`config.mk`:
```
export PLATFORM = sky130hd
export DESIGN_NAME = mwsfe_fifo
export DESIGN_NICKNAME = d
export VERILOG_FILES = /design/src/sv/mwsfe_pkg.sv /design/src/sv/mwsfe_fifo.sv
export SDC_FILE = /design/constraint.sdc
export NUM_CORES = 1
export LEC_CHECK = 0
export BUFFER_PORTS_ARGS = -buffer_cell sky130_fd_sc_hd__buf_2
export CORE_ASPECT_RATIO = 1.2
export CORE_MARGIN = 4
export CORE_UTILIZATION = 30
export DETAILED_ROUTE_END_ITERATION = 8
export PLACE_DENSITY_LB_ADDON = 0.1
export REMOVE_ABC_BUFFERS = 1
export SYNTH_ARGS = -nofsm -noshare
export SYNTH_HDL_FRONTEND = slang
export SYNTH_SLANG_ARGS = --single-unit
export TNS_END_PERCENT = 20
```
`constraint.sdc`:
```
create_clock -name i_clk -period 5.1 [get_ports i_clk]
set_clock_uncertainty 0.15 [all_clocks]
set_input_delay 0.255 -clock i_clk [delete_from_list [all_inputs] [get_ports i_clk]]
set_output_delay 0.255 -clock i_clk [all_outputs]
set_load 0.01 [all_outputs]
```
`src/sv/mwsfe_pkg.sv`:
```
// Shared constants, types and tables of the mecanum wheel speed frame encoder.
`default_nettype none

package mwsfe_pkg;

    // Field widths of the command and of the frame byte stream.
    localparam int VEL_W     = 12;
    localparam int ARM_W     = 8;
    localparam int BYTE_W    = 8;
    localparam int SLOT_W    = 2;
    localparam int POS_W     = 4;
    localparam int NUM_WHEELS = 4;

    localparam logic [ARM_W-1:0] ARM_FACTOR_RESET = 8'd20;
    localparam int FIFO_DEPTH_DEFAULT = 4;

    // Scaling v * 45000 / 157 is split into v * 286 + floor(v * 98 / 157).
    localparam int SCALE_NUM  = 45000;
    localparam int SCALE_DEN  = 157;
    localparam int SCALE_INT  = SCALE_NUM / SCALE_DEN;
    localparam int SCALE_FRAC = SCALE_NUM % SCALE_DEN;

    // Internal widths: mixed speeds stay below 2^20 in magnitude.
    localparam int RK_W    = 21;
    localparam int MIX_W   = 22;
    localparam int MAG_W   = 20;
    localparam int P_W     = 28;
    localparam int N_W     = 26;
    localparam int Q_W     = 19;
    localparam int SUM_W   = 29;
    localparam int SPEED_W = 32;

    // floor(n / 157) for n < 2^26 is (n * RECIP) >> 34 with RECIP rounded up.
    localparam int RECIP_SHIFT = N_W + 8;
    localparam int RECIP_W     = 27;
    localparam logic [63:0] RECIP_FULL =
        ((64'd1 << RECIP_SHIFT) + 64'(SCALE_DEN) - 64'd1) / 64'(SCALE_DEN);
    localparam logic [RECIP_W-1:0] RECIP = RECIP_FULL[RECIP_W-1:0];
    localparam int PROD_W = N_W + RECIP_W;

    // Frame layout.
    localparam logic [BYTE_W-1:0] HDR_SYNC0 = 8'h3E;
    localparam logic [BYTE_W-1:0] HDR_SYNC1 = 8'hA2;
    localparam logic [BYTE_W-1:0] HDR_LEN   = 8'h04;

    localparam logic [POS_W-1:0] POS_SYNC0 = 4'd0;
    localparam logic [POS_W-1:0] POS_SYNC1 = 4'd1;
    localparam logic [POS_W-1:0] POS_ID    = 4'd2;
    localparam logic [POS_W-1:0] POS_LEN   = 4'd3;
    localparam logic [POS_W-1:0] POS_HSUM  = 4'd4;
    localparam logic [POS_W-1:0] POS_D0    = 4'd5;
    localparam logic [POS_W-1:0] POS_D1    = 4'd6;
    localparam logic [POS_W-1:0] POS_D2    = 4'd7;
    localparam logic [POS_W-1:0] POS_D3    = 4'd8;
    localparam logic [POS_W-1:0] POS_DSUM  = 4'd9;

    localparam logic [SLOT_W-1:0] SLOT_LAST = 2'd3;

    // Wheel id sent in each of the four frames, in frame order.
    localparam logic [BYTE_W-1:0] SLOT_ID [NUM_WHEELS] = '{8'd2, 8'd4, 8'd1, 8'd3};

    // The four scaled wheel speeds of one command, by frame slot.
    typedef logic [NUM_WHEELS-1:0][SPEED_W-1:0] t_speed_set;

    // Head of the speed queue as seen by the frame serializer.
    typedef struct packed {
        logic       valid;
        t_speed_set data;
    } t_queue_head;

endpackage

`default_nettype wire

```
`src/sv/mwsfe_fifo.sv`:
```
// Short queue of scaled speed sets between the scaling pipeline and the serializer.
`default_nettype none

module mwsfe_fifo #(
    parameter int DEPTH = mwsfe_pkg::FIFO_DEPTH_DEFAULT
) (
    input  wire                          i_clk,
    input  wire                          i_rst_n,
    input  wire                          i_push,
    input  wire mwsfe_pkg::t_speed_set   i_data,
    input  wire                          i_pop,
    output mwsfe_pkg::t_queue_head       o_head
);

    localparam int PTR_W = $clog2(DEPTH);
    localparam int CNT_W = $clog2(DEPTH + 1);

    mwsfe_pkg::t_speed_set r_mem [DEPTH];
    logic [PTR_W-1:0]      r_wr_ptr, r_rd_ptr;
    logic [CNT_W-1:0]      r_count;

    function automatic logic [PTR_W-1:0] ptr_inc(input logic [PTR_W-1:0] p);
        ptr_inc = (p == PTR_W'(DEPTH - 1)) ? '0 : p + PTR_W'(1);
    endfunction

    always_ff @(posedge i_clk) begin
        if (!i_rst_n) begin
            r_wr_ptr <= '0;
            r_rd_ptr <= '0;
            r_count  <= '0;
        end else begin
            if (i_push) begin
                r_wr_ptr <= ptr_inc(r_wr_ptr);
            end
            if (i_pop) begin
                r_rd_ptr <= ptr_inc(r_rd_ptr);
            end
            if (i_push && !i_pop) begin
                r_count <= r_count + CNT_W'(1);
            end else if (!i_push && i_pop) begin
                r_count <= r_count - CNT_W'(1);
            end
        end
    end

    always_ff @(posedge i_clk) begin
        if (i_push) begin
            r_mem[r_wr_ptr] <= i_data;
        end
    end

    assign o_head.valid = (r_count != '0);
    assign o_head.data  = r_mem[r_rd_ptr];

    a_no_overflow: assert property (@(posedge i_clk) disable iff (!i_rst_n)
        i_push |-> (r_count != CNT_W'(DEPTH)) || i_pop)
        else $error("speed queue written while full");

    a_no_underflow: assert property (@(posedge i_clk) disable iff (!i_rst_n)
        i_pop |-> (r_count != '0))
        else $error("speed queue read while empty");

endmodule

`default_nettype wire

```
* Word level (Yosys, flattened, before mapping)
Memory sizes are Yosys's and may differ from the RTL's. A register that Yosys moved wholly into a read port is not among the register bits.
Index checks and enable logic that the tools add are counted.
** Word-level totals
- Memory bits (writable) :: 512
- Memories :: 1
- Logic and storage cells :: 24
- Register bits after elaboration :: 7
** Memories
- r_mem :: depth 4, bits a word 128, read ports 1, clocked after memory_dff 1, write ports 1, line mwsfe_fifo.sv:18 : mwsfe_pkg::t_speed_set r_mem [DEPTH];
** Operators by class
- Equal/unequal tests :: 2
- Reductions and logical operators :: 6
- $add $sub $neg :: 4
- Muxes and demuxes :: 8
** Operators by type and width (count)
- 2-bit 2-to-1 mux :: 4
- 3-bit 2-to-1 mux :: 2
- 2-bit by 1-bit adder with 2-bit output, second input constant :: 2
- 2-bit equality test, second input constant :: 2
- 3-bit by 1-bit adder with 3-bit output, second input constant :: 1
- 3-bit nonzero test :: 1
- 3-bit by 1-bit subtractor with 3-bit output, second input constant :: 1
- 1-bit logical AND :: 2
- 1-bit logical NOT :: 2
- 1-bit 2-to-1 mux :: 2
- 2-bit nonzero test :: 1

* Depth between registers and ports, before layout
- Depth after elaboration :: 4
- Depth in mapped cells :: 7

* Worst setup path before layout
No wires, ideal clock.
- Kind :: register to register
- Start point :: reg r_wr_ptr[0]
- End point :: mem r_mem[3][0] (netlist bit) (enable)
- Setup slack :: 0.967 ns
- Arrival :: 3.481 ns
- Stages on the path, launching flop included :: 3
- Setup time :: 0.502 ns
- Clock period less this slack :: 4.133 ns
- Cell sequence :: dfxtp_1 -> ha_1 -> and2_1
** RTL lines
- start: declaration :: line mwsfe_fifo.sv:19 : logic [PTR_W-1:0] r_wr_ptr, r_rd_ptr;
- start signal: assignment :: line mwsfe_fifo.sv:33 : r_wr_ptr <= ptr_inc(r_wr_ptr);
- end: declaration :: line mwsfe_fifo.sv:18
Straight into the memory's write port.

==> impl_metrics.toml <==
[sta]
slew_headroom = 0.412
timing.final.ws_setup_ns = 1.97
period_needed_ns = 3.13
fmax_ghz = 0.320
fin_crit_sh = 0.613
rsz0062_at_grt = "no"
setup_viol = 0
tightest_slew_ns = 0.883
slew_violations = 0
hold_viol = 0

[setup_path]
r2r_slack_ns = 2.74
cp.required_ns = 4.70
crit_chain = "buf_4 -> mux4_2 -> buf_2"
reg2reg_depth = 4
start_kind = "flop"
reg2reg_from = "r_wr_ptr[0]$_SDFFE_PN0P_"
cp_slowest_stage_delay_ns = 0.88
path_max_fanout = 36
path_delay_family = "flip-flops"
regToRegEndpoint = "r_mem[0][7]$_DFFE_PP_"
worst-path-buf-inv = 2
arrival_ns = 2.72
critPathSlowestCell = "dfxtp_4"
worstSetupPathType = "flop to output pin"
end_kind = "output pin"

[global_routing]
use_met1 = 0.162
grt_most_used_layer = "met2"
grt_pass1_wl_um = 64800
grt_use_met3 = 0.0309
use_met2 = 0.213
grt_max_degree = 76
globalRouteOverflowTotal = 0
grt_use_total = 0.126
grt_pass1_vias = 9983
antenna_found_initial = 3

[cells_and_area]
fin_util = 0.388
mostFrequentLayoutCells = "512 x edfxtp_1, 260 x buf_2, 132 x dlygate4sd3_1, 128 x mux4_2, 55 x clkbuf_16"
fin_nets = 1285
layout_commonest_cell = "edfxtp_1"
final_cells = 2006
syn_to_final_growth_pct = 27.3
drive_above_1_share = 0.401

[power_and_ir_drop]
power.leakage_nw = 8.09
vdd_drop_max_mv = 0.226
p_total_mw = 9.55
p_per_area_mw_per_mm2 = 394

[clock_tree]
insertion_delay_ns = 0.59
clock-sinks = 521
root_buffer = "clkbuf_16"
cts_max_level = 2
cts_tree = "built"
clk_pin_slew_ns = 0.06
numCtsBuffers = 54
clockBufferDepth = 3

[job]
drv_cap = 0

[synth]
yosys_warnings = 0
ys_seq_area_frac = 0.818
synth_top_area_cell = "edfxtp_1"
synth.area.top_cells = "edfxtp_1 81%, mux4_2 15%, buf_12 1.1%"
synth_top_area_frac = 0.808
avgSynthCellArea_sq_um = 26.8
ys_ff_latch = 521
synth_cell_types = 21
netlist_instances = 711
synth_area_sq_mm = 0.0190

[routing]
route.detailed.drc = 0
first_pass_iters = 4
detail_route.wl_per_cell_um = 21.3
dr.first_iter.drc_count = 381
antenna_left = 0
vias = 9001
routed_wl_um = 42800
vias_per_cell = 4.49

[place]
dpl.hpwl_um = 25200
io_buffer_count = 260
dp.cells = 1774
pre_cts_ws_ns = 2.46
place.gp.congestion = 0.681

[worst_hold_path]
hold_path_depth = 2
hp-class = "input pin to flop"
holdPathEnd = "r_mem[0][48]$_DFFE_PP_"
worstHoldStart = "i_data[48]"

[floorplan]
io_pins = 261
core_sq_mm = 0.0624
start_util = 0.305
die_h_um = 284
die_x_um = 238
rows = 100
die_area_sq_mm = 0.0675

[outcome]
status = "completed"
-- flip-flops by register name, indices dropped and copies added, names as in the netlist, named ones only --
| name | flops |
|---|---|
| r_rd_ptr | 2 |
| r_wr_ptr | 2 |
| r_count | 3 |
| r_mem | 512 |
-- per-layer routing --
metal	part of all wire	up-vias
met1	0.42	4774
met4	0.023	2
met2	0.50	205
met3	0.057	70
li1	-	3950
met5	0.00028	-
-- Yosys cell counts --
master    number
fa_1           1
mux4_2       128
nor2_1         1
mux2i_1        4
ha_1           6
buf_12        10
dfxtp_1        9
nor3_1         1
o21a_1         1
xnor2_1        1
clkbuf_1       1
a21boi_0       1
edfxtp_1     512
buf_2         13
buf_6          4
and2_1         5
nor2b_1        5
or3_1          2
o21ai_0        1
xor2_1         1
inv_1          4
-- logic make-up (layout without fill, tap and decap cells) --
family | count (synthesis) | in the layout | share of synthesized area
xor gates and xnor gates | 2 | 2 | 0.000921
buffers and inverters | 32 | 509 | 0.0173
and+or+nand+nor | 14 | 14 | 0.00441
AOI/OAI and AO/OA | 3 | 3 | 0.00105
adders and majority gates | 7 | 7 | 0.00500
other | 0 | 2 | 0
DFF | 521 | 521 | 0.818
muxes | 132 | 132 | 0.154
-- final cells by class --
| type | instances | area (sq um) |
|---|---|---|
| antenna | 2 | 5.00 |
| clock buffer | 72 | 1440 |
| clock inverter | 26 | 213 |
| fill | 5688 | 38200 |
| inverter | 4 | 15.0 |
| multi-input combinational | 158 | 3150 |
| sequential | 521 | 15600 |
| tap | 816 | 1020 |
| timing repair buffer | 407 | 2810 |
-- what timing repair did --
action	CTS	global route
hold buffers	132	0
resized for setup	0	0
hold endpoints to repair	521	0
buffers inserted	0	0
-- stage by stage --
stage / hold slack [ns] / cell area (sq um) / TNS (ns)
finish: 0.266 / 24200 / 0
global route: 0.234 / 24200 / 0
CTS: 0.214 / 24200 / 0
detailed placement: 0.323 / 21200 / 0
global placement: 0.321 / 21200 / 0
floorplan: 0.204 / 18700 / -164.83
-- worst max-delay path by stage --
stage                  end  cells past startpoint
6_report        o_head[40]                      3
2_1_floorplan    o_head[0]                      1
5_1_grt        o_head[125]                      3
3_5_place_dp    o_head[30]                      3
3_3_place_gp    o_head[12]                      3
4_1_cts         o_head[30]                      3
-- report_power, final --
group / leakage (nW) / internal (mW) / total, mW / switching (mW)
sequential: 4.78 / 4.91 / 4.98 / 0.0666
clock: 0.800 / 2.12 / 3.70 / 1.58
combinational: 2.51 / 0.416 / 0.867 / 0.450
(Power assumes the default switching activity.)
