===== config.mk =====
export PLATFORM = sky130hd
export DESIGN_NAME = mwsfe_scale
export DESIGN_NICKNAME = d
export VERILOG_FILES = /design/src/sv/mwsfe_pkg.sv /design/src/sv/mwsfe_scale.sv
export SDC_FILE = /design/constraint.sdc
export NUM_CORES = 2
export LEC_CHECK = 0
export BUFFER_PORTS_ARGS = -buffer_cell sky130_fd_sc_hd__buf_2
export CORE_UTILIZATION = 55
export CTS_CLUSTER_DIAMETER = 150
export DETAILED_ROUTE_END_ITERATION = 10
export HOLD_SLACK_MARGIN = 0.08
export PLACE_DENSITY = 0.77
export SETUP_SLACK_MARGIN = 0.05
export SYNTH_ARGS = -nofsm -noshare
export SYNTH_HDL_FRONTEND = slang
export SYNTH_SLANG_ARGS = --single-unit
export TNS_END_PERCENT = 100

===== constraint.sdc =====
create_clock -name i_clk -period 17.1 [get_ports i_clk]
set_input_delay 1.71 -clock i_clk [delete_from_list [all_inputs] [get_ports i_clk]]
set_output_delay 1.71 -clock i_clk [all_outputs]
set_load 0.01 [all_outputs]

===== src/sv/mwsfe_pkg.sv =====
// Shared constants, types and tables of the mecanum wheel speed frame encoder.
`default_nettype none

package mwsfe_pkg;

    // Field widths of the command and of the frame byte stream.
    localparam int VEL_W     = 12;
    localparam int ARM_W     = 8;
    localparam int BYTE_W    = 8;
    localparam int SLOT_W    = 2;
    localparam int POS_W     = 4;
    localparam int NUM_WHEELS = 4;

    localparam logic [ARM_W-1:0] ARM_FACTOR_RESET = 8'd20;
    localparam int FIFO_DEPTH_DEFAULT = 4;

    // Scaling v * 45000 / 157 is split into v * 286 + floor(v * 98 / 157).
    localparam int SCALE_NUM  = 45000;
    localparam int SCALE_DEN  = 157;
    localparam int SCALE_INT  = SCALE_NUM / SCALE_DEN;
    localparam int SCALE_FRAC = SCALE_NUM % SCALE_DEN;

    // Internal widths: mixed speeds stay below 2^20 in magnitude.
    localparam int RK_W    = 21;
    localparam int MIX_W   = 22;
    localparam int MAG_W   = 20;
    localparam int P_W     = 28;
    localparam int N_W     = 26;
    localparam int Q_W     = 19;
    localparam int SUM_W   = 29;
    localparam int SPEED_W = 32;

    // floor(n / 157) for n < 2^26 is (n * RECIP) >> 34 with RECIP rounded up.
    localparam int RECIP_SHIFT = N_W + 8;
    localparam int RECIP_W     = 27;
    localparam logic [63:0] RECIP_FULL =
        ((64'd1 << RECIP_SHIFT) + 64'(SCALE_DEN) - 64'd1) / 64'(SCALE_DEN);
    localparam logic [RECIP_W-1:0] RECIP = RECIP_FULL[RECIP_W-1:0];
    localparam int PROD_W = N_W + RECIP_W;

    // Frame layout.
    localparam logic [BYTE_W-1:0] HDR_SYNC0 = 8'h3E;
    localparam logic [BYTE_W-1:0] HDR_SYNC1 = 8'hA2;
    localparam logic [BYTE_W-1:0] HDR_LEN   = 8'h04;

    localparam logic [POS_W-1:0] POS_SYNC0 = 4'd0;
    localparam logic [POS_W-1:0] POS_SYNC1 = 4'd1;
    localparam logic [POS_W-1:0] POS_ID    = 4'd2;
    localparam logic [POS_W-1:0] POS_LEN   = 4'd3;
    localparam logic [POS_W-1:0] POS_HSUM  = 4'd4;
    localparam logic [POS_W-1:0] POS_D0    = 4'd5;
    localparam logic [POS_W-1:0] POS_D1    = 4'd6;
    localparam logic [POS_W-1:0] POS_D2    = 4'd7;
    localparam logic [POS_W-1:0] POS_D3    = 4'd8;
    localparam logic [POS_W-1:0] POS_DSUM  = 4'd9;

    localparam logic [SLOT_W-1:0] SLOT_LAST = 2'd3;

    // Wheel id sent in each of the four frames, in frame order.
    localparam logic [BYTE_W-1:0] SLOT_ID [NUM_WHEELS] = '{8'd2, 8'd4, 8'd1, 8'd3};

    // The four scaled wheel speeds of one command, by frame slot.
    typedef logic [NUM_WHEELS-1:0][SPEED_W-1:0] t_speed_set;

    // Head of the speed queue as seen by the frame serializer.
    typedef struct packed {
        logic       valid;
        t_speed_set data;
    } t_queue_head;

endpackage

`default_nettype wire


===== src/sv/mwsfe_scale.sv =====
// Front pipeline: mixes a velocity command into four wheel speeds and scales them.
`default_nettype none

module mwsfe_scale (
    input  wire                                   i_clk,
    input  wire                                   i_rst_n,
    input  wire                                   i_valid,
    input  wire signed [mwsfe_pkg::VEL_W-1:0]     i_vel_x,
    input  wire signed [mwsfe_pkg::VEL_W-1:0]     i_vel_y,
    input  wire signed [mwsfe_pkg::VEL_W-1:0]     i_vel_rot,
    input  wire        [mwsfe_pkg::ARM_W-1:0]     i_arm_factor,
    output logic                                  o_valid,
    output mwsfe_pkg::t_speed_set                 o_speeds
);

    localparam int NW = mwsfe_pkg::NUM_WHEELS;

    // Stage 1: rotation times arm factor.
    logic                                   r1_valid;
    logic signed [mwsfe_pkg::VEL_W-1:0]     r1_x, r1_y;
    logic signed [mwsfe_pkg::RK_W-1:0]      r1_rk;
    logic signed [mwsfe_pkg::RK_W-1:0]      rk_full;

    // Stage 2: sign and magnitude of the four mixed speeds.
    logic                                   r2_valid;
    logic [NW-1:0]                          r2_neg;
    logic [NW-1:0][mwsfe_pkg::MAG_W-1:0]    r2_mag;
    logic signed [mwsfe_pkg::MIX_W-1:0]     mix [NW];
    logic signed [mwsfe_pkg::MIX_W-1:0]     diff_xy, sum_xy, rk_ext;

    // Stage 3: integer part and fractional numerator of the scale.
    logic                                   r3_valid;
    logic [NW-1:0]                          r3_neg;
    logic [NW-1:0][mwsfe_pkg::P_W-1:0]      r3_p;
    logic [NW-1:0][mwsfe_pkg::N_W-1:0]      r3_n;

    // Stage 4: division of the fractional numerator by the denominator.
    logic                                   r4_valid;
    logic [NW-1:0]                          r4_neg;
    logic [NW-1:0][mwsfe_pkg::P_W-1:0]      r4_p;
    logic [NW-1:0][mwsfe_pkg::Q_W-1:0]      r4_q;
    logic [NW-1:0][mwsfe_pkg::PROD_W-1:0]   prod;

    // Stage 5: magnitude sum; the sign is applied on the way into the queue.
    logic                                   r5_valid;
    logic [NW-1:0]                          r5_neg;
    logic [NW-1:0][mwsfe_pkg::SUM_W-1:0]    r5_sum;

    assign rk_full = $signed({{(mwsfe_pkg::RK_W - mwsfe_pkg::VEL_W){i_vel_rot[mwsfe_pkg::VEL_W-1]}},
                              i_vel_rot})
                   * $signed({{(mwsfe_pkg::RK_W - mwsfe_pkg::ARM_W){1'b0}}, i_arm_factor});

    assign diff_xy = $signed({{(mwsfe_pkg::MIX_W - mwsfe_pkg::VEL_W){r1_x[mwsfe_pkg::VEL_W-1]}}, r1_x})
                   - $signed({{(mwsfe_pkg::MIX_W - mwsfe_pkg::VEL_W){r1_y[mwsfe_pkg::VEL_W-1]}}, r1_y});
    assign sum_xy  = $signed({{(mwsfe_pkg::MIX_W - mwsfe_pkg::VEL_W){r1_x[mwsfe_pkg::VEL_W-1]}}, r1_x})
                   + $signed({{(mwsfe_pkg::MIX_W - mwsfe_pkg::VEL_W){r1_y[mwsfe_pkg::VEL_W-1]}}, r1_y});
    assign rk_ext  = $signed({{(mwsfe_pkg::MIX_W - mwsfe_pkg::RK_W){r1_rk[mwsfe_pkg::RK_W-1]}}, r1_rk});

    // The first two wheels are mounted mirrored, so their speeds are negated.
    assign mix[0] = rk_ext - diff_xy;
    assign mix[1] = rk_ext - sum_xy;
    assign mix[2] = diff_xy + rk_ext;
    assign mix[3] = sum_xy + rk_ext;

    always_comb begin
        for (int i = 0; i < NW; i++) begin
            prod[i] = mwsfe_pkg::PROD_W'(r3_n[i]) * mwsfe_pkg::PROD_W'(mwsfe_pkg::RECIP);
        end
    end

    always_ff @(posedge i_clk) begin
        if (!i_rst_n) begin
            r1_valid <= 1'b0;
            r2_valid <= 1'b0;
            r3_valid <= 1'b0;
            r4_valid <= 1'b0;
            r5_valid <= 1'b0;
        end else begin
            r1_valid <= i_valid;
            r2_valid <= r1_valid;
            r3_valid <= r2_valid;
            r4_valid <= r3_valid;
            r5_valid <= r4_valid;
        end
    end

    always_ff @(posedge i_clk) begin
        r1_x  <= i_vel_x;
        r1_y  <= i_vel_y;
        r1_rk <= rk_full;
        for (int i = 0; i < NW; i++) begin
            r2_neg[i] <= mix[i][mwsfe_pkg::MIX_W-1];
            r2_mag[i] <= mix[i][mwsfe_pkg::MIX_W-1] ? mwsfe_pkg::MAG_W'(-mix[i])
                                                     : mwsfe_pkg::MAG_W'(mix[i]);
            r3_neg[i] <= r2_neg[i];
            r3_p[i]   <= mwsfe_pkg::P_W'(r2_mag[i]) * mwsfe_pkg::P_W'(mwsfe_pkg::SCALE_INT);
            r3_n[i]   <= mwsfe_pkg::N_W'(r2_mag[i]) * mwsfe_pkg::N_W'(mwsfe_pkg::SCALE_FRAC);
            r4_neg[i] <= r3_neg[i];
            r4_p[i]   <= r3_p[i];
            r4_q[i]   <= prod[i][mwsfe_pkg::RECIP_SHIFT +: mwsfe_pkg::Q_W];
            r5_neg[i] <= r4_neg[i];
            r5_sum[i] <= mwsfe_pkg::SUM_W'(r4_p[i]) + mwsfe_pkg::SUM_W'(r4_q[i]);
        end
    end

    always_comb begin
        for (int i = 0; i < NW; i++) begin
            o_speeds[i] = r5_neg[i] ? mwsfe_pkg::SPEED_W'(0) - mwsfe_pkg::SPEED_W'(r5_sum[i])
                                    : mwsfe_pkg::SPEED_W'(r5_sum[i]);
        end
    end

    assign o_valid = r5_valid;

    // A command leaves the pipeline only after passing through each of its stage registers.
    a_latency: assert property (@(posedge i_clk) disable iff (!i_rst_n)
        r5_valid |-> $past(i_valid, 5))
        else $error("scale pipeline produced a result without a matching request");

endmodule

`default_nettype wire


# After elaboration in Yosys (flattened, before gate mapping)
# Cells that the tools add are included.
[totals]
reg_bits = 654
inputBits = 47
output_inout_bits = 129
wordCells = 75
[op_classes]
add_sub_neg = 18
n_mul = 13
muxes = 8
[op_table]
columns = ["cell", "n"]
rows = [
  ["$mul 25x27->52 const B", 4],
  ["$mux 32", 4],
  ["$sub 1x29->30 const A", 4],
  ["$add 28x19->29", 4],
  ["$mul 20x8->27 const B", 4],
  ["$mul 20x6->25 const B", 4],
  ["$mux 20", 4],
  ["$neg 20->20", 4],
  ["$add 13x21->22", 2],
  ["$sub 21x13->22", 2],
  ["$mul 12x9->21", 1],
  ["$add 12x12->13", 1],
  ["$sub 12x12->13", 1],
]

# Longest topological paths before layout
[logic_depth]
word_depth = 4
mapped_depth = 27
depth_no_buf = 27

# Worst setup path before layout
# No wires, ideal clock.
[synth_timing]
kind = "reg-to-reg"
startpoint = "reg r3_n[44] (netlist bit)"
endpoint = "reg r4_q[36] (netlist bit)"
setup_ps = 131
arrival_time_ps = 6600
required_ps = 16969
setup_slack_ps = 10369
path_stages_with_launch = 24
n_path_buf = 0
period_less_slack_ps = 6731
path_cell_list = "dfxtp_1 fa_1 fa_1 inv_1 fa_1 inv_1 fa_1 fa_1 fa_1 inv_1 fa_1 inv_1 ha_1 a21o_1 a21o_1 a21o_1 a221o_1 a31oi_1 a211oi_1 nor2_1 o21ai_0 a2111oi_1 o31ai_1 xor2_1"
[synth_rtl]
columns = ["element", "line", "text"]
rows = [
  ["start: declaration", "mwsfe_scale.sv:35", "logic [NW-1:0][mwsfe_pkg::N_W-1:0] r3_n;"],
  ["start signal: indexed assignment", "mwsfe_scale.sv:97", "r3_n[i] <= mwsfe_pkg::N_W'(r2_mag[i]) * mwsfe_pkg::N_W'(mwsfe_pkg::SCALE_FRAC);"],
  ["end signal: indexed assignment", "mwsfe_scale.sv:100", "r4_q[i] <= prod[i][mwsfe_pkg::RECIP_SHIFT +: mwsfe_pkg::Q_W];"],
  ["end: declaration", "mwsfe_scale.sv:41", "logic [NW-1:0][mwsfe_pkg::Q_W-1:0] r4_q;"],
]

==> run metrics <==
vias per cell approximately 5.3; clk_skew 0.02561 ns; Slew Limit Headroom 18.09%; Root Driver clkbuf_16; Area Growth Syn to Fin 6.749%; Worst EP required 17.69 ns; Post CTS Setup Buffer Count 0; row count 149; number of flops mapped to enable cells by yosys 0; Setup crit end kind flip-flop; Ports 176; routed len/inst 18.55 um; Max Slew Vio Count 0; core area 165500 um^2; Yosys warnings 0; I/O Buffers 175; clk_lat worst skew between 0.7 and 0.8 ns; full die area 168800 um^2; most common cell after layout, fill and taps aside inv_1; fraction of registers with async set/reset 0%; antenna violations before repair 7; Clock Tree Buf Depth 3; most frequent cells in the layout 2613 x inv_1, 1732 x ha_1, 1440 x fa_1; FMAX 133.5 MHz; vias in the first global route between 60000 and 70000; Synth Net Count 12590; RD Place Congestion 1.030; Initial Util 55.54%; largest net degree at the start of global routing 31; CTS tree done; critical path class reg -> reg; via count 62850; Top FF cell, synth dfxtp_1; post-detail-place hpwl 194600 um; Hold Crit Class reg -> reg; chip height 410.9 um; Seq/Total Area, Yosys 14.09%; # resized after CTS 0; CTS H-tree lvls 3; Pre-antenna DRT Iters 7; Hold Slack 0.3191 ns; drt total wl 219300 um; DR iter-0 viols between 3000 and 4000; status completed; Syn Std Cell Area 91950 um^2; first-pass GRT wire length between 300000 and 400000 um; # setup viols final 0; slack of the critical path between 9 and 10 ns; total grt overflow 0; synthesized area per cell approximately 10 um^2; Worst-Margin Slew 1.198 ns; Residual DRC 0; Synth Instances ~9400; max cap viols 0; Hold Violations, Final 0; DR top layer met5; Post-DRT Antenna Nets 0; wl on met1 96850 um; GRT Total Usage 26.89%; Die W 410.9 um; CP max FO 7; # clock sinks 647; Yosys reg bits 647; Synth cell types 93; Worst Path Arrival between 8 and 9 ns; share of cells above drive strength 1 3.977%; total CTS buffers 81; hold buffer count at CTS 0; fin nets 12790; routed wl met3 11300 um; RSZ-0062 raised after global routing no; post-place setup slack 9.605 ns; Clk pin slew, worst setup/hold paths around 0.06 ns; setup TNS 0 ns; startpoint types flip-flop; fillers between 10000 and 15000; Final period util 43.81%; met2 WL 103500 um; min cycle time layout between 7 and 8 ns
[state kept, by name (all words and copies together), names as in the netlist]
| name | cells |
|---|---|
| r2_mag | 79 |
| r4_neg | 4 |
| r5_sum | 116 |
| r1_valid | 1 |
| r4_p | 107 |
| r1_x | 12 |
| r1_y | 12 |
| r2_valid | 1 |
| o_valid | 1 |
| r3_neg | 4 |
| r3_n | 99 |
| r4_valid | 1 |
| r3_p | 104 |
| r1_rk | 21 |
| r4_q | 76 |
| r2_neg | 4 |
| r3_valid | 1 |
| r5_neg | 4 |
[cells in the mapped netlist (19+ instances only)]
cell,instances,area share [%]
a211oi_1,44,0.36
a21o_1,124,1.0
a21oi_1,307,1.7
a31oi_1,37,0.25
and2_1,83,0.56
and3_1,42,0.29
clkbuf_1,40,0.16
dfxtp_1,647,14
fa_1,1440,31
ha_1,1732,24
inv_1,2613,11
nand2_1,271,1.1
nand2b_1,52,0.35
nand3_1,104,0.57
nand4_1,23,0.16
nor2_1,279,1.1
nor2b_1,50,0.34
nor3_1,124,0.67
o211ai_1,24,0.20
o21a_1,62,0.51
o21ai_0,182,0.99
o21bai_1,46,0.38
o31ai_1,56,0.46
o41ai_1,26,0.25
or2_2,33,0.22
or3_1,52,0.35
or4_1,19,0.16
xnor2_1,471,4.5
xor2_1,136,1.3
[final cells by class]
class	count	area [um^2]	share of cell area (%)
Tap cell	2189	2739	2.790
Sequential cell	647	12950	13.20
Clock inverter	48	641.9	0.6539
Timing Repair Buffer	180	913.4	0.9306
Multi-Input combinational cell	6043	68850	70.15
Antenna cell	3	7.507	0.007648
Clock buffer	97	2230	2.272
Inverter	2615	9816	10.00
[critical path: stages, from the launching register on]
cell,delay (ns)
dfxtp_1,0.57
fa_1,0.60
fa_1,0.62
inv_1,0.07
fa_1,0.52
inv_1,0.05
fa_1,0.50
fa_1,0.45
fa_1,0.50
inv_1,0.05
fa_1,0.47
inv_1,0.04
ha_1,0.30
nand3_1,0.11
nor3_1,0.33
nand3_1,0.12
o32a_1,0.34
a21oi_1,0.44
a21oi_1,0.23
o31ai_1,0.45
and4_1,0.27
or3_1,0.14
a21oi_1,0.08
xnor2_1,0.12
[metal layers]
layer,global-route usage [%],vias up
met5,0,-
met4,8.569,4
met3,3.643,344
met2,44.98,1446
met1,36.03,31290
li1,-,29770
[through the flow]
step | instances | utilization, % | cell area, um^2
floorplan | 9371 | - | 91950
global placement | 11670 | 57.55 | 95280
detailed placement | 11670 | 57.55 | 95280
CTS | 11820 | 59.29 | 98150
global route | 11820 | 59.29 | 98150
finish | 11820 | 59.29 | 98150
[final timing paths]
check | start | end | slack [ns] | cells after the start
min | r3_p[71] | r4_p[71] | 0.32 | 0
max reg2reg | r3_n[18] | r4_q[17] | 9.61 | 23
min reg2reg | r3_p[71] | r4_p[71] | 0.32 | 0
max | r3_n[18] | r4_q[17] | 9.61 | 23
[kinds of logic after synthesis]
group | count (synthesis) | synth area share, %
mux | 2 | 0.02177
compound gates | 1069 | 7.673
flops | 647 | 14.09
xor+xnor | 608 | 5.812
fa+ha+maj | 3172 | 54.92
simple gates | 1192 | 6.457
buf+inv | 2681 | 11.03
Power is not shown: default switching activity piles up to over one toggle a cycle in this logic, so the estimate is an artifact.
