<file path="src/sv/mwsfe_pkg.sv">
// Shared constants, types and tables of the mecanum wheel speed frame encoder.
`default_nettype none

package mwsfe_pkg;

    // Field widths of the command and of the frame byte stream.
    localparam int VEL_W     = 12;
    localparam int ARM_W     = 8;
    localparam int BYTE_W    = 8;
    localparam int SLOT_W    = 2;
    localparam int POS_W     = 4;
    localparam int NUM_WHEELS = 4;

    localparam logic [ARM_W-1:0] ARM_FACTOR_RESET = 8'd20;
    localparam int FIFO_DEPTH_DEFAULT = 4;

    // Scaling v * 45000 / 157 is split into v * 286 + floor(v * 98 / 157).
    localparam int SCALE_NUM  = 45000;
    localparam int SCALE_DEN  = 157;
    localparam int SCALE_INT  = SCALE_NUM / SCALE_DEN;
    localparam int SCALE_FRAC = SCALE_NUM % SCALE_DEN;

    // Internal widths: mixed speeds stay below 2^20 in magnitude.
    localparam int RK_W    = 21;
    localparam int MIX_W   = 22;
    localparam int MAG_W   = 20;
    localparam int P_W     = 28;
    localparam int N_W     = 26;
    localparam int Q_W     = 19;
    localparam int SUM_W   = 29;
    localparam int SPEED_W = 32;

    // floor(n / 157) for n < 2^26 is (n * RECIP) >> 34 with RECIP rounded up.
    localparam int RECIP_SHIFT = N_W + 8;
    localparam int RECIP_W     = 27;
    localparam logic [63:0] RECIP_FULL =
        ((64'd1 << RECIP_SHIFT) + 64'(SCALE_DEN) - 64'd1) / 64'(SCALE_DEN);
    localparam logic [RECIP_W-1:0] RECIP = RECIP_FULL[RECIP_W-1:0];
    localparam int PROD_W = N_W + RECIP_W;

    // Frame layout.
    localparam logic [BYTE_W-1:0] HDR_SYNC0 = 8'h3E;
    localparam logic [BYTE_W-1:0] HDR_SYNC1 = 8'hA2;
    localparam logic [BYTE_W-1:0] HDR_LEN   = 8'h04;

    localparam logic [POS_W-1:0] POS_SYNC0 = 4'd0;
    localparam logic [POS_W-1:0] POS_SYNC1 = 4'd1;
    localparam logic [POS_W-1:0] POS_ID    = 4'd2;
    localparam logic [POS_W-1:0] POS_LEN   = 4'd3;
    localparam logic [POS_W-1:0] POS_HSUM  = 4'd4;
    localparam logic [POS_W-1:0] POS_D0    = 4'd5;
    localparam logic [POS_W-1:0] POS_D1    = 4'd6;
    localparam logic [POS_W-1:0] POS_D2    = 4'd7;
    localparam logic [POS_W-1:0] POS_D3    = 4'd8;
    localparam logic [POS_W-1:0] POS_DSUM  = 4'd9;

    localparam logic [SLOT_W-1:0] SLOT_LAST = 2'd3;

    // Wheel id sent in each of the four frames, in frame order.
    localparam logic [BYTE_W-1:0] SLOT_ID [NUM_WHEELS] = '{8'd2, 8'd4, 8'd1, 8'd3};

    // The four scaled wheel speeds of one command, by frame slot.
    typedef logic [NUM_WHEELS-1:0][SPEED_W-1:0] t_speed_set;

    // Head of the speed queue as seen by the frame serializer.
    typedef struct packed {
        logic       valid;
        t_speed_set data;
    } t_queue_head;

endpackage

`default_nettype wire

</file>
<file path="src/sv/mwsfe_serializer.sv">
// Back end: turns one speed set into four 10-byte motor frames, one byte a cycle while the output is ready.
`default_nettype none

module mwsfe_serializer (
    input  wire                               i_clk,
    input  wire                               i_rst_n,
    input  wire mwsfe_pkg::t_queue_head       i_head,
    output logic                              o_pop,
    output logic                              o_valid,
    input  wire                               i_ready,
    output logic [mwsfe_pkg::BYTE_W-1:0]      o_byte,
    output logic [mwsfe_pkg::SLOT_W-1:0]      o_slot,
    output logic [mwsfe_pkg::POS_W-1:0]       o_pos,
    output logic                              o_last
);

    logic                               r_busy;
    logic [mwsfe_pkg::SLOT_W-1:0]       r_slot;
    logic [mwsfe_pkg::POS_W-1:0]        r_pos;
    mwsfe_pkg::t_speed_set              r_words;
    logic [mwsfe_pkg::BYTE_W-1:0]       r_sum;

    logic                               r_out_valid;
    logic [mwsfe_pkg::BYTE_W-1:0]       r_out_byte;
    logic [mwsfe_pkg::SLOT_W-1:0]       r_out_slot;
    logic [mwsfe_pkg::POS_W-1:0]        r_out_pos;
    logic                               r_out_last;

    logic                               advance;
    logic                               end_burst;
    logic                               load;
    logic [mwsfe_pkg::SPEED_W-1:0]      word;
    logic [mwsfe_pkg::BYTE_W-1:0]       wheel_id;
    logic [mwsfe_pkg::BYTE_W-1:0]       cur_byte;

    assign advance   = r_busy && (!r_out_valid || i_ready);
    assign end_burst = (r_slot == mwsfe_pkg::SLOT_LAST) && (r_pos == mwsfe_pkg::POS_DSUM);
    assign load      = i_head.valid && (!r_busy || (advance && end_burst));
    assign o_pop     = load;

    assign word     = r_words[r_slot];
    assign wheel_id = mwsfe_pkg::SLOT_ID[r_slot];

    always_comb begin
        unique case (r_pos)
            mwsfe_pkg::POS_SYNC0: cur_byte = mwsfe_pkg::HDR_SYNC0;
            mwsfe_pkg::POS_SYNC1: cur_byte = mwsfe_pkg::HDR_SYNC1;
            mwsfe_pkg::POS_ID:    cur_byte = wheel_id;
            mwsfe_pkg::POS_LEN:   cur_byte = mwsfe_pkg::HDR_LEN;
            mwsfe_pkg::POS_HSUM:  cur_byte = mwsfe_pkg::HDR_SYNC0 + mwsfe_pkg::HDR_SYNC1
                                           + mwsfe_pkg::HDR_LEN + wheel_id;
            mwsfe_pkg::POS_D0:    cur_byte = word[7:0];
            mwsfe_pkg::POS_D1:    cur_byte = word[15:8];
            mwsfe_pkg::POS_D2:    cur_byte = word[23:16];
            mwsfe_pkg::POS_D3:    cur_byte = word[31:24];
            mwsfe_pkg::POS_DSUM:  cur_byte = r_sum;
            default:              cur_byte = '0;
        endcase
    end

    always_ff @(posedge i_clk) begin
        if (!i_rst_n) begin
            r_busy      <= 1'b0;
            r_slot      <= '0;
            r_pos       <= '0;
            r_out_valid <= 1'b0;
        end else begin
            if (load) begin
                r_busy <= 1'b1;
                r_slot <= '0;
                r_pos  <= '0;
            end else if (advance && end_burst) begin
                r_busy <= 1'b0;
            end else if (advance) begin
                if (r_pos == mwsfe_pkg::POS_DSUM) begin
                    r_pos  <= '0;
                    r_slot <= r_slot + mwsfe_pkg::SLOT_W'(1);
                end else begin
                    r_pos <= r_pos + mwsfe_pkg::POS_W'(1);
                end
            end
            if (advance) begin
                r_out_valid <= 1'b1;
            end else if (i_ready) begin
                r_out_valid <= 1'b0;
            end
        end
    end

    always_ff @(posedge i_clk) begin
        if (load) begin
            r_words <= i_head.data;
        end
        if (advance) begin
            r_out_byte <= cur_byte;
            r_out_slot <= r_slot;
            r_out_pos  <= r_pos;
            r_out_last <= end_burst;
            case (r_pos) inside
                mwsfe_pkg::POS_D0:                                         r_sum <= cur_byte;
                mwsfe_pkg::POS_D1, mwsfe_pkg::POS_D2, mwsfe_pkg::POS_D3:   r_sum <= r_sum + cur_byte;
                default:                                                   r_sum <= r_sum;
            endcase
        end
    end

    assign o_valid = r_out_valid;
    assign o_byte  = r_out_byte;
    assign o_slot  = r_out_slot;
    assign o_pos   = r_out_pos;
    assign o_last  = r_out_last;

    a_last_pos: assert property (@(posedge i_clk) disable iff (!i_rst_n)
        (r_out_valid && r_out_last) |-> (r_out_slot == mwsfe_pkg::SLOT_LAST)
                                     && (r_out_pos == mwsfe_pkg::POS_DSUM))
        else $error("burst end flagged away from the final checksum byte");

    a_load_idle: assert property (@(posedge i_clk) disable iff (!i_rst_n)
        load |-> !r_busy || end_burst)
        else $error("new speed set loaded in the middle of a burst");

endmodule

`default_nettype wire
</file>
<file path="config.mk">
export PLATFORM = sky130hd
export DESIGN_NAME = mwsfe_serializer
export DESIGN_NICKNAME = d
export VERILOG_FILES = /design/src/sv/mwsfe_pkg.sv /design/src/sv/mwsfe_serializer.sv
export SDC_FILE = /design/constraint.sdc
export NUM_CORES = 1
export LEC_CHECK = 0
export BUFFER_PORTS_ARGS = -buffer_cell sky130_fd_sc_hd__buf_4
export CAP_MARGIN = 20
export CORE_ASPECT_RATIO = 0.9
export CORE_MARGIN = 10
export CORE_UTILIZATION = 40
export DETAILED_ROUTE_END_ITERATION = 10
export PLACE_DENSITY = 0.71
export SYNTH_ARGS = -nofsm -noshare
export SYNTH_HDL_FRONTEND = slang
export SYNTH_SLANG_ARGS = --single-unit
</file>
<file path="constraint.sdc">
create_clock -name i_clk -period 8 [get_ports i_clk]
set_clock_uncertainty 0.1 [all_clocks]
set_input_delay 1.2 -clock i_clk [delete_from_list [all_inputs] [get_ports i_clk]]
set_output_delay 1.2 -clock i_clk [all_outputs]
set_load 0.005 [all_outputs]
</file>
# Word level (Yosys, flattened, before mapping)
# Cells that the tools add are included.
totals:
  regBits: 159
  latch_bits: 0
  ram_bits: 0
  romBits: 0
  input_bits: 132
  out_inout_bits: 17
  word_cells: 62
  mem_count: 0
classes:
  n_addsub: 4
  multipliers: 0
  div: 0
  magnitude_cmp: 2
  n_eq_ne: 10
  shifts: 0
  n_mux: 13
  bitwise: 3
  reduce_logical: 17
ops:
  columns: ["cell", "n"]
  rows:
  - ["one-hot mux 8 bit (10 select lines)", 1]
  - ["binary-select mux 32 bit (select 2 bit)", 1]
  - ["2-to-1 mux 32 bit", 1]
  - ["2-to-1 mux 8 bit", 4]
  - ["binary-select mux 8 bit (select 2 bit)", 1]
  - ["== test 4 x 3 -> 1 bit (second input constant)", 4]
  - ["adder 8 bit", 1]
  - ["adder 8 bit (first input constant)", 1]
  - ["== test 4 x 2 -> 1 bit (second input constant)", 2]
  - ["== test 4 bit (second input constant)", 2]
  - ["nonzero test 2 bit", 3]
  - ["adder 4 x 1 -> 4 bit (second input constant)", 1]
  - ["== test 4 x 1 -> 1 bit (second input constant)", 1]
  - ["logical AND 1 bit", 4]
  - ["logical NOT 4 bit", 1]
  - ["2-to-1 mux 1 bit", 4]
  - ["2-to-1 mux 4 bit", 1]
  - ["AND reduction 2 bit", 2]
  - [">= comparator 3 bit (second input constant)", 1]
  - ["< comparator 2 x 3 -> 1 bit (second input constant)", 1]
  - ["inverter 2 -> 3 bit", 1]
  - ["AND reduction 3 bit", 1]
  - ["OR reduction 3 bit", 1]
  - ["adder 2 x 1 -> 2 bit (second input constant)", 1]
  - ["5 further kinds", 8]

# Depth between registers and ports, before layout
logic_depth:
  ltp_word: 9
  depth_mapped: 17
  depth_no_buf: 15

# Worst setup path before layout
# Ideal clock, no wire load.
synth_timing:
  path_type: "in2out"
  startpoint: "input i_ready"
  endpoint: "output o_pop"
  arrival_time_ps: 7182
  t_required_ps: 6700
  setup_slack_ps: -482
  cell_stages: 3
  n_path_buf: 0
  path_cell_list: "nor2b_1 -> o21a_1 -> nor2b_1"
synth_via:
  elab_chain_len: 5
synth_rtl:
  columns: ["item", "line_no", "text"]
  rows:
  - ["start, declared", "mwsfe_serializer.sv:10", "input wire i_ready,"]
  - ["logical OR 1 bit", "mwsfe_serializer.sv:36", "assign advance = r_busy && (!r_out_valid || i_ready);"]
  - ["logical AND 1 bit", "mwsfe_serializer.sv:36", null]
  - ["logical AND 1 bit", "mwsfe_serializer.sv:38", "assign load = i_head.valid && (!r_busy || (advance && end_burst));"]
  - ["logical OR 1 bit", "mwsfe_serializer.sv:38", null]
  - ["logical AND 1 bit", "mwsfe_serializer.sv:38", null]
  - ["end, declared", "mwsfe_serializer.sv:8", "output logic o_pop,"]
# No other way between the ends.

# Worst setup path in the final report
layout_timing:
  startpoint: "register r_pos[0] (netlist bit)"
  endpoint: "register r_sum[6] (netlist bit) (data pin)"
layout_via:
  elab_chain_len: 5
  word_cells_on_any_way: 14
  classes_between: "1 x add/sub; 9 x eq/ne; 3 x mux; 1 x reduce/logical"
layout_rtl:
  columns: ["item", "line_no", "text"]
  rows:
  - ["start, declared", "mwsfe_serializer.sv:19", "logic [mwsfe_pkg::POS_W-1:0] r_pos;"]
  - ["start signal, assigned", "mwsfe_serializer.sv:79", "r_pos <= r_pos + mwsfe_pkg::POS_W'(1);"]
  - ["== test 4 bit (tied with other cells)", "mwsfe_serializer.sv:45", "unique case (r_pos)"]
  - ["one-hot mux 8 bit (10 select lines) (*)", "mwsfe_serializer.sv:45", null]
  - ["net cur_byte (one bit)", "mwsfe_serializer.sv:34", "logic [mwsfe_pkg::BYTE_W-1:0] cur_byte;"]
  - ["adder 8 bit (*)", "mwsfe_serializer.sv:101", "mwsfe_pkg::POS_D1, mwsfe_pkg::POS_D2, mwsfe_pkg::POS_D3: r_sum <= r_sum + cur_byte;"]
  - ["2-to-1 mux 8 bit (*) (2 in series)", "mwsfe_serializer.sv:99", "case (r_pos) inside"]
  - ["end signal, assigned", "mwsfe_serializer.sv:100", "mwsfe_pkg::POS_D0: r_sum <= cur_byte;"]
  - ["end signal, assigned", "mwsfe_serializer.sv:101", null]
  - ["end signal, assigned", "mwsfe_serializer.sv:102", "default: r_sum <= r_sum;"]
  - ["end, declared", "mwsfe_serializer.sv:21", "logic [mwsfe_pkg::BYTE_W-1:0] r_sum;"]
# Mark *: on every way through the listed nets, which the timed path passes. The rest lies on a longest branch. The select of a mux whose other input is x is not followed.
# A chain may end at the register's enable or synchronous reset.

==> Flow_metrics.wiki <==
{| class="wikitable"
! Metric !! Value
|-
| Final setup violation count || 0
|-
| Met1 track demand over resource in global routing || 16.71%
|-
| Top fanout value on the critical path || 26
|-
| Setup Crit Path Kind || reg2reg
|-
| Hold Violations, Final || 0
|-
| Via-to-Cell Ratio || 5.171
|-
| Antenna violations before repair || 0
|-
| Number of levels in the clock H-tree || 4
|-
| Clock latency of the later-clocked register in the worst-skew pair || 410 ps
|-
| Share of synthesized flip-flops with an asynchronous set or reset || 0%
|-
| Most common library cell in the layout ignoring fill and taps || buf_4
|-
| Min setup slack post-route || 3780 ps
|-
| Leakage power summed over all cells || 0.003092 uW
|-
| Number of max-slew violations in the final report || 0
|-
| Post-CTS setup-driven buffer insertion count || 0
|-
| Area taken by flip-flops and latches || 0.004697 sq mm
|-
| Number of distinct library cells after synthesis || 49
|-
| Placed cells || 712
|-
| Hold bufs inserted after CTS || 0
|-
| CP endpoint kind || register
|-
| Full die area || 0.02189 sq mm
|-
| Met2 Track Usage GR || 22.03%
|-
| Fill cells || 1334
|-
| CTS max path bufs || 2
|-
| Synthesized area divided by synthesized cell count || 17.64 sq um
|-
| Class of the tightest hold or removal check || reg2reg
|-
| Post-DRT Antenna Nets || 0
|-
| WL final || 15110 um
|-
| Width of the die || 154.8 um
|-
| Number of design rule violations left after detail routing || 0
|-
| Sequential element share of the synthesized area || 71.73%
|-
| Number of standard-cell rows in the floorplan || 44
|-
| Type of element launching the critical path || register
|-
| Root buf cell || clkbuf_16
|-
| TritonCTS clock tree || yes
|-
| Via count of the first global-routing pass || 4211
|-
| Most frequent cells in the layout || buf_4 (153), edfxtp_1 (151), nand2_1 (30)
|-
| Net total in the final layout || 666
|-
| R2R setup slack || 3780 ps
|-
| Diodes inserted || 0
|-
| Clock-pin slew reported for the worst setup and hold paths after clock tree synthesis || 60 ps
|-
| Run status || completed
|-
| Max Freq || 237.0 MHz
|-
| Critical path required time || 8060 ps
|-
| Fraction of final layout cells with drive strength greater than 1 || 39.29%
|-
| Post-synth EDFFs || 151
|-
| Total vias in the final route || 3847
|-
| TritonCTS Sinks || 159
|-
| Height of the die || 141.4 um
|-
| Worst ir drop on vdd || 0.2068 mV
|-
| Post-synthesis sequential element count || 159
|-
| Routed len/inst || 20.31 um
|-
| Final critical-path required period || 4220 ps
|-
| Initial standard-cell utilization of the core || 40.71%
|-
| Post-synthesis cell count || 371
|-
| Net Count, Synth || 513
|-
| Synth Warn # || 0
|-
| Critical Path AT || 4280 ps
|-
| Max Cap Violations || 0
|-
| Wire length of the first global-routing pass || 22980 um
|-
| GR met3 Demand/Resource || 5.107%
|-
| Total standard cell area after synthesis || 0.006545 sq mm
|-
| Number of CTS-inserted buffers || 17
|-
| Accumulated negative setup slack || 0 ps
|-
| Number of instances resized during post-cts repair || 0
|-
| P&R area growth vs syn || 29.17%
|-
| Top FF cell, synth || edfxtp_1
|-
| Worst slew margin relative to its limit || 29.91%
|-
| Fin crit share || 52.75%
|-
| Detailed router's first-iteration violation count || 254
|-
| Maximum number of pins on one net before global-route repair || 67
|-
| Global route hottest layer || met2
|-
| I/O Pins || 149
|-
| Hpwl dp || 11050 um
|-
| Non-filler instance count after layout || 744
|-
| Pin slew with the least headroom to its limit || 1047 ps
|-
| Multi-input combinational cell area || 0.001712 sq mm
|-
| Residual overflow from global routing || 0
|-
| Worst setup timing slack at the placement stage || 3885 ps
|-
| Power Density || 225.0 mW/mm^2
|-
| Pre-antenna DRT Iters || 5
|-
| Combined global-route utilization of all metal layers || 13.59%
|-
| Setup repair after global routing missed its margin || no
|-
| Core occupancy in the finished layout || 52.59%
|-
| Placer congestion estimate || 0.8958
|-
| Placeable core region || 0.01608 sq mm
|-
| Buffers added on ports || 148
|}
[cell type report]
type / count / area share, %
clock inverter: 14 / 1.983
timing repair buffer: 153 / 13.59
tap: 207 / 3.063
sequential: 159 / 55.56
clock buffer: 18 / 5.076
multi-input combinational: 182 / 20.25
inverter: 11 / 0.4884
[stage by stage]
stage               cell area (sq um)  total power (uW)  hold slack, ps
CTS                              8454              1924           398.9
detailed placement               7858              1112           384.8
global route                     8454              1968           415.4
finish                           8454              1902           395.1
floorplan                        6548              1036           302.9
global placement                 7858              1107           371.9
[cells by family after synthesis]
kind of cell | share of synthesized area, %
AO/OA/AOI/OAI | 5.792
XOR/XNOR | 1.071
adder cells (fa/ha/maj) | 2.026
buffers and inverters | 2.275
flip-flops | 71.73
multiplexers | 12.37
AND/OR/NAND/NOR | 4.741
[path summary, 6_finish.rpt]
| path | startpoint | to | cells after the start |
|---|---|---|---|
| setup / recovery | r_pos[0]$_SDFFE_PP0P_ | r_sum[6]$_DFFE_PP_ | 15 |
| hold / removal | r_busy$_SDFFE_PN0P_ | o_valid$_SDFFE_PN0P_ | 1 |
| setup reg to reg | r_pos[0]$_SDFFE_PP0P_ | r_sum[6]$_DFFE_PP_ | 15 |
| hold reg to reg | r_busy$_SDFFE_PN0P_ | o_valid$_SDFFE_PN0P_ | 1 |
[report_power, final]
part | switching (uW) | leakage (uW) | internal [uW]
Clock | 319 | 0.000288 | 491
Combinational | 51.9 | 0.00131 | 66.3
Sequential | 12.3 | 0.00149 | 962
[worst max-delay path, stage by stage, from the launching register on]
cell      delay, ps
dfxtp_1         880
inv_1           420
nor3_1          410
buf_4           250
and2_1          170
nor2_1           60
o211ai_1        100
ha_1            220
inv_1            50
fa_1            390
nor2b_1         130
o21ai_0         110
a21boi_0        340
nor4_1           80
nor3b_1         180
nor2_1           70
[flip-flops by register name, indices dropped and copies added, names as in the netlist]
| signal | cells |
|---|---|
| o_valid | 1 |
| r_pos | 4 |
| o_last | 1 |
| r_words | 128 |
| o_byte | 8 |
| r_sum | 8 |
| r_busy | 1 |
| r_slot | 2 |
| o_slot | 2 |
| o_pos | 4 |
[synthesized netlist by cell type (all sizes together), types with 4 or more instances]
master | number | area (sq um)
a21oi | 12 | 60.06
a31oi | 4 | 25.02
buf | 11 | 77.57
clkbuf | 8 | 30.03
dfxtp | 8 | 160.2
edfxtp | 151 | 4534
ha | 9 | 112.6
inv | 10 | 37.54
mux2i | 4 | 40.04
mux4 | 32 | 758.2
nand2 | 30 | 112.6
nand3 | 5 | 25.02
nor2 | 23 | 86.33
nor2b | 4 | 25.02
o211ai | 5 | 37.54
o21a | 5 | 37.54
o21ai | 10 | 50.04
xor2 | 6 | 52.55
[layer usage]
layer	vias to the layer above	wire length [um]
met4	0	170
li1	1789	-
met5	-	0
met1	1893	6439
met3	11	1024
met2	154	7478
Note: power is estimated with default switching activity, not from simulation.
